### config.mk
export PLATFORM = sky130hd
export DESIGN_NAME = phc_ctrl
export DESIGN_NICKNAME = d
export VERILOG_FILES = /design/src/rtl/phc_pkg.sv /design/src/rtl/phc_ctrl.sv
export SDC_FILE = /design/constraint.sdc
export NUM_CORES = 1
export LEC_CHECK = 0
export BUFFER_PORTS_ARGS = -buffer_cell sky130_fd_sc_hd__buf_2
export CAP_MARGIN = 20
export CORE_AREA = 4 4 41 43
export CTS_CLUSTER_SIZE = 12
export DETAILED_ROUTE_END_ITERATION = 7
export DIE_AREA = 0 0 45 47
export GPL_ROUTABILITY_DRIVEN = 0
export PLACE_DENSITY_LB_ADDON = 0.08
export SLEW_MARGIN = 20
export SYNTH_ARGS = -nofsm -noshare
export SYNTH_HDL_FRONTEND = slang
export SYNTH_SLANG_ARGS = --single-unit
export TNS_END_PERCENT = 5
### constraint.sdc
create_clock -name clk -period 2.45 [get_ports clk]
set_input_delay 0.3675 -clock clk [delete_from_list [all_inputs] [get_ports clk]]
set_output_delay 0.3675 -clock clk [all_outputs]
set_load 0.005 [all_outputs]
### src/rtl/phc_pkg.sv
// ----------------------------------------------------------------------------
// phc_pkg
// Types, constants and helpers of the pixel hit clusterer.
// ----------------------------------------------------------------------------
package phc_pkg;

  localparam int unsigned COL_W = 10;
  localparam int unsigned ROW_W = 10;
  localparam int unsigned LAY_W = 6;
  localparam int unsigned HE_W  = 24;
  localparam int unsigned CE_W  = 30;
  localparam int unsigned RAD_W = 5;

  localparam logic [CE_W-1:0] ENERGY_MAX      = {CE_W{1'b1}};
  localparam logic [CE_W-1:0] THRESHOLD_RESET = 30'd100000;

  typedef struct packed {
    logic [COL_W-1:0] col;
    logic [ROW_W-1:0] row;
    logic [LAY_W-1:0] layer;
    logic [HE_W-1:0]  energy;
  } hit_t;

  typedef struct packed {
    logic [COL_W-1:0] col;
    logic [ROW_W-1:0] row;
    logic [LAY_W-1:0] layer;
    logic [CE_W-1:0]  energy;
  } clu_t;

  typedef enum logic [3:0] {
    S_LOAD,
    S_SEED_RD,
    S_SEED_LD,
    S_CL_RD,
    S_CL_CMP,
    S_ACC_RD,
    S_ACC_CMP,
    S_WRITE,
    S_OUT_RD,
    S_OUT_LD,
    S_OUT_SHOW
  } state_t;

  typedef struct packed {
    logic load_hit;
    logic start;
    logic hit_sel_k;
    logic clu_sel_out;
    logic clr_j;
    logic latch_seed;
    logic next_j;
    logic next_i;
    logic init_acc;
    logic acc_step;
    logic write_clu;
    logic start_out;
    logic load_out;
    logic next_out;
    logic end_evt;
  } cmd_t;

  typedef struct packed {
    logic i_done;
    logic j_done;
    logic k_done;
    logic near_clu;
    logic out_last;
  } status_t;

  // same layer, column and row each differing by less than radius
  function automatic logic near_f(
    input logic [COL_W-1:0] col_a,
    input logic [ROW_W-1:0] row_a,
    input logic [LAY_W-1:0] lay_a,
    input logic [COL_W-1:0] col_b,
    input logic [ROW_W-1:0] row_b,
    input logic [LAY_W-1:0] lay_b,
    input logic [RAD_W-1:0] radius
  );
    logic [COL_W-1:0] dc;
    logic [ROW_W-1:0] dr;
    dc = (col_a >= col_b) ? col_a - col_b : col_b - col_a;
    dr = (row_a >= row_b) ? row_a - row_b : row_b - row_a;
    return (lay_a == lay_b) && ({1'b0, dc} < (COL_W + 1)'(radius)) &&
           ({1'b0, dr} < (ROW_W + 1)'(radius));
  endfunction

endpackage

### src/rtl/phc_ctrl.sv
// ----------------------------------------------------------------------------
// phc_ctrl
// Sequencer: hit loading, cluster search, seed accumulation, cluster output.
// ----------------------------------------------------------------------------
module phc_ctrl
  import phc_pkg::*;
(
  input  logic    clk,
  input  logic    rst_n,
  input  logic    in_valid,
  input  logic    in_last_hit,
  output logic    in_stall,
  output logic    out_valid,
  input  logic    out_stall,
  input  status_t st,
  output cmd_t    cmd
);

  state_t state_r, state_nxt;

  always_ff @(posedge clk) begin
    if (!rst_n) begin
      state_r <= S_LOAD;
    end else begin
      state_r <= state_nxt;
    end
  end

  always_comb begin
    state_nxt = state_r;
    case (state_r)
      S_LOAD: begin
        if (in_valid && in_last_hit) state_nxt = S_SEED_RD;
      end
      S_SEED_RD:  state_nxt = st.i_done ? S_OUT_RD : S_SEED_LD;
      S_SEED_LD:  state_nxt = S_CL_RD;
      S_CL_RD:    state_nxt = st.j_done ? S_ACC_RD : S_CL_CMP;
      S_CL_CMP:   state_nxt = st.near_clu ? S_SEED_RD : S_CL_RD;
      S_ACC_RD:   state_nxt = st.k_done ? S_WRITE : S_ACC_CMP;
      S_ACC_CMP:  state_nxt = S_ACC_RD;
      S_WRITE:    state_nxt = S_SEED_RD;
      S_OUT_RD:   state_nxt = S_OUT_LD;
      S_OUT_LD:   state_nxt = S_OUT_SHOW;
      S_OUT_SHOW: begin
        if (!out_stall) state_nxt = st.out_last ? S_LOAD : S_OUT_RD;
      end
      default:    state_nxt = S_LOAD;
    endcase
  end

  always_comb begin
    cmd       = '0;
    in_stall  = 1'b1;
    out_valid = 1'b0;
    case (state_r)
      S_LOAD: begin
        in_stall     = 1'b0;
        cmd.load_hit = in_valid;
        cmd.start    = in_valid && in_last_hit;
      end
      S_SEED_RD: begin
        cmd.start_out = st.i_done;
        cmd.clr_j     = !st.i_done;
      end
      S_SEED_LD: cmd.latch_seed = 1'b1;
      S_CL_RD:   cmd.init_acc = st.j_done;
      S_CL_CMP: begin
        cmd.next_i = st.near_clu;
        cmd.next_j = !st.near_clu;
      end
      S_ACC_RD:  cmd.hit_sel_k = 1'b1;
      S_ACC_CMP: begin
        cmd.hit_sel_k = 1'b1;
        cmd.acc_step  = 1'b1;
      end
      S_WRITE:   cmd.write_clu = 1'b1;
      S_OUT_RD:  cmd.clu_sel_out = 1'b1;
      S_OUT_LD: begin
        cmd.clu_sel_out = 1'b1;
        cmd.load_out    = 1'b1;
      end
      S_OUT_SHOW: begin
        out_valid    = 1'b1;
        cmd.end_evt  = !out_stall && st.out_last;
        cmd.next_out = !out_stall && !st.out_last;
      end
      default: begin
        in_stall = 1'b1;
      end
    endcase
  end

endmodule

Word level (Yosys, flattened, before mapping)
Cells that the tools add are included.
W data, S select, Z words.
Operators by class
  reductions and logical operators: 11
  equal/unequal tests: 12
  mux-type cells: 22
Operators by type and width (number)
  $pmux W4 S11: 1
  $eq A4 B3 Y1 const B: 4
  $mux W4: 4
  $mux W1: 13
  $eq A4 B4 Y1 const B: 3
  $eq A4 B2 Y1 const B: 2
  $mux W2: 4
  $eq A4 B1 Y1 const B: 1
  $logic_not A1 Y1: 4
  $logic_not A4 Y1: 1
  $ne A2 B2 Y1 const B: 2
  $reduce_or A2 Y1: 2
  $logic_and A1 B1 Y1: 3
  $reduce_and A2 Y1: 1
Word-level totals
  input port bits: 10
  register bits after elaboration: 4
  word-level logic and storage cells: 46

Depth between registers and ports, before layout
  depth after elaboration: 3
  mapped depth: 5
  gate-level depth less buffers: 4

Least setup slack after synthesis
No wires, ideal clock.
  kind: register to output
  start: reg state_r[1]
  end: out cmd[0] (netlist name)
  buffers on the path: 1
  stages on the path, launching flop included: 5
  arrival time: 899 ps
  required time: 2082 ps
  slack: 1184 ps
  cells stage by stage: dfxtp_1 > buf_6 > nor2b_4 > nand2_2 > nor3b_2
RTL lines
  from (decl): line phc_ctrl.sv:19  | state_t state_r, state_nxt;
  from (signal assigned): line phc_ctrl.sv:25  | state_r <= state_nxt;
  to (decl): line phc_ctrl.sv:16  | output cmd_t cmd

==> flow_metrics.env <==
export IMPL_start_util=0.351
export IMPL_syn_to_final_growth_pct=30.1
export IMPL_wire_per_inst_microns=12.2
export IMPL_top_regs="state_r x4"
export IMPL_end_kind="output port"
export IMPL_finalHoldViolations=0
export IMPL_drc_errors=0
export IMPL_worst_slew_pin_slew_ns=0.479
export IMPL_internal_power_w=0.000171
export IMPL_ios=27
export IMPL_cp_start_kind="flop"
export IMPL_layout_commonest_cell="buf_2"
export IMPL_fin_skew_ns=0.000771
export IMPL_die_h_microns=47
export IMPL_drive_gt1_frac=0.477
export IMPL_portBuffers=26
export IMPL_p_sw_frac=0.348
export IMPL_ant_nets=0
export IMPL_max_vdd_ir_drop_v=0.000217
export IMPL_die_area_sq_um=2120
export IMPL_clockBufferDepth=2
export IMPL_ctsHoldBuffers=0
export IMPL_register_area_sq_um=80.1
export IMPL_cp_max_fo=10
export IMPL_vias=545
export IMPL_power_leakage_nw=0.297
export IMPL_cts_htree_levels=1
export IMPL_required_ns=2.08
export IMPL_synth_seq_area_share=0.175
export IMPL_outcome="finished, final reports clean"
export IMPL_ys_warn_count=0
export IMPL_drv_slew=0
export IMPL_finalSetupViolCount=0
export IMPL_antenna_found_initial=0
export IMPL_numCtsBuffers=3
export IMPL_syn_avg_cell_area_sq_um=7.61
export IMPL_largest_reg_flops=4
export IMPL_power_share_combinational=0.334
export IMPL_rows=13
export IMPL_drt_first_pass_iters=4
export IMPL_path_class="reg -> out"
export IMPL_path_clk_slew_ns=0.04
export IMPL_cts_resized=0
export IMPL_clock_latency_ns=0.24
export IMPL_cts_sinks=4
export IMPL_fillers=145
export IMPL_layout_setup_ws_ns=0.601
export IMPL_finalSetupTns_ns=0
export IMPL_drt_iter0_drc=9
export IMPL_synthesis_nets=70
export IMPL_synth_area_sq_um=457
export IMPL_synthCells=60
export IMPL_die_x_microns=45
export IMPL_fin_nets=98
export IMPL_post_place_ws_ns=0.863
export IMPL_clock_power_share=0.324
export IMPL_fin_crit_sh=0.755
export IMPL_overflow=0
export IMPL_grt_pass1_wl_microns=1850
export IMPL_top_register="state_r"
export IMPL_grt_max_degree=17
export IMPL_slew_headroom=0.680
export IMPL_timing_fmax_mhz=541
export IMPL_hold_path_class="in -> reg"
export IMPL_ys_ff_latch=4
export IMPL_finalWirelength_microns=1230
export IMPL_via_per_inst=5.40
export IMPL_grt_pass1_vias=452
export IMPL_synth_cell_types=30
export IMPL_hpwl_microns=918
export IMPL_fin_crit_ns=1.85
export IMPL_pwr_share_seq=0.342
export IMPL_cts_tree="yes"
export IMPL_multi_input_area_sq_um=335
export IMPL_powerDensity_nw_per_um2=441
export IMPL_core_sq_um=1300
export IMPL_diodes=0
export IMPL_p_sw_w=0.0000913
export IMPL_maxCapViolations=0
export IMPL_rsz0062_at_grt="no"
export IMPL_final_cell_mix="buf_2, nor2_1, o21ai_0"
export IMPL_clockRootBuffer="clkbuf_4"
export IMPL_track_usage=0.121
export IMPL_arrival_ns=1.48
export IMPL_postCtsSetupBuffers=0
-- kinds of logic (layout without fill, tap and decap cells) --
family / Yosys count / count (layout) / synth area share
simple gates: 37 / 37 / 0.537
compound gates: 14 / 14 / 0.197
buf+inv: 5 / 31 / 0.0904
flops: 4 / 4 / 0.175
-- stage by stage --
stage / area, sq um / cells / power, W / hold slack (ns) / utilization
2_1_floorplan: 457 / 60 / 0.000152 / 0.520 / -
3_3_place_gp: 572 / 98 / 0.000179 / 0.674 / 0.439
3_5_place_dp: 572 / 98 / 0.000177 / 0.666 / 0.439
4_1_cts: 594 / 101 / 0.000264 / 0.420 / 0.457
5_1_grt: 594 / 101 / 0.000279 / 0.424 / 0.457
6_report: 594 / 101 / 0.000262 / 0.431 / 0.457
-- cells in the mapped netlist --
cell type | count | area, sq um
and3_1 | 4 | 25.0
nor2_4 | 1 | 11.3
nor4_1 | 2 | 12.5
o21ai_1 | 2 | 10.0
nor3b_1 | 1 | 7.51
and4_1 | 1 | 8.76
nor3_2 | 1 | 10.0
nor2b_4 | 1 | 13.8
a21boi_1 | 1 | 7.51
nor2_1 | 7 | 26.3
o32ai_2 | 1 | 16.3
dfxtp_1 | 4 | 80.1
nand2b_1 | 3 | 18.8
inv_2 | 1 | 3.75
buf_6 | 3 | 33.8
and2b_4 | 1 | 10.0
and2b_1 | 1 | 7.51
a21oi_1 | 3 | 15.0
nor3_1 | 2 | 10.0
o21ai_0 | 5 | 25.0
a22oi_1 | 1 | 7.51
nand2_2 | 2 | 12.5
nor2_2 | 2 | 12.5
inv_1 | 1 | 3.75
nor2b_1 | 1 | 6.26
nor4b_2 | 1 | 15.0
nor3b_2 | 1 | 12.5
nand2_1 | 4 | 15.0
and4b_1 | 1 | 10.0
a311oi_1 | 1 | 8.76
-- area by class of cell --
| cell class | count | area share |
|---|---|---|
| flip-flops and latches | 4 | 0.135 |
| multi-input cells | 51 | 0.564 |
| inverters | 2 | 0.0126 |
| repair buffers | 26 | 0.219 |
| clock buffers | 3 | 0.0379 |
| well taps | 15 | 0.0316 |
-- path summary, 6_finish.rpt --
path	startpoint	to	slack, ns	depth (start not counted)
max reg2reg	state_r[1]	state_r[1]	1.06	4
max	state_r[0]	cmd[6]	0.60	3
min	rst_n	state_r[1]	0.43	2
min reg2reg	state_r[3]	state_r[0]	0.73	2
-- metal layers --
layer | vias up | share of wire | track usage
met5 | - | 0 | 0
li1 | 268 | - | -
met3 | 2 | 0.12 | 0.0421
met1 | 247 | 0.47 | 0.159
met4 | 0 | 0.0033 | 0.0702
met2 | 28 | 0.40 | 0.169
-- worst max-delay path: stages, from the launching register on --
cell	delay, ns
dfxtp_1	0.60
nand2_1	0.22
nor4b_2	0.28
buf_2	0.15
-- power by group through the flow --
stage / clock, W / combinational [W] / sequential, W
after floorplan: 0 / 0.0000760 / 0.0000757
after global placement: 0 / 0.0000887 / 0.0000901
after detailed placement: 0 / 0.0000876 / 0.0000897
after CTS: 0.0000871 / 0.0000881 / 0.0000887
after global routing: 0.0000901 / 0.0000988 / 0.0000903
final: 0.0000849 / 0.0000876 / 0.0000895
Note: power is estimated with default switching activity, not from simulation.
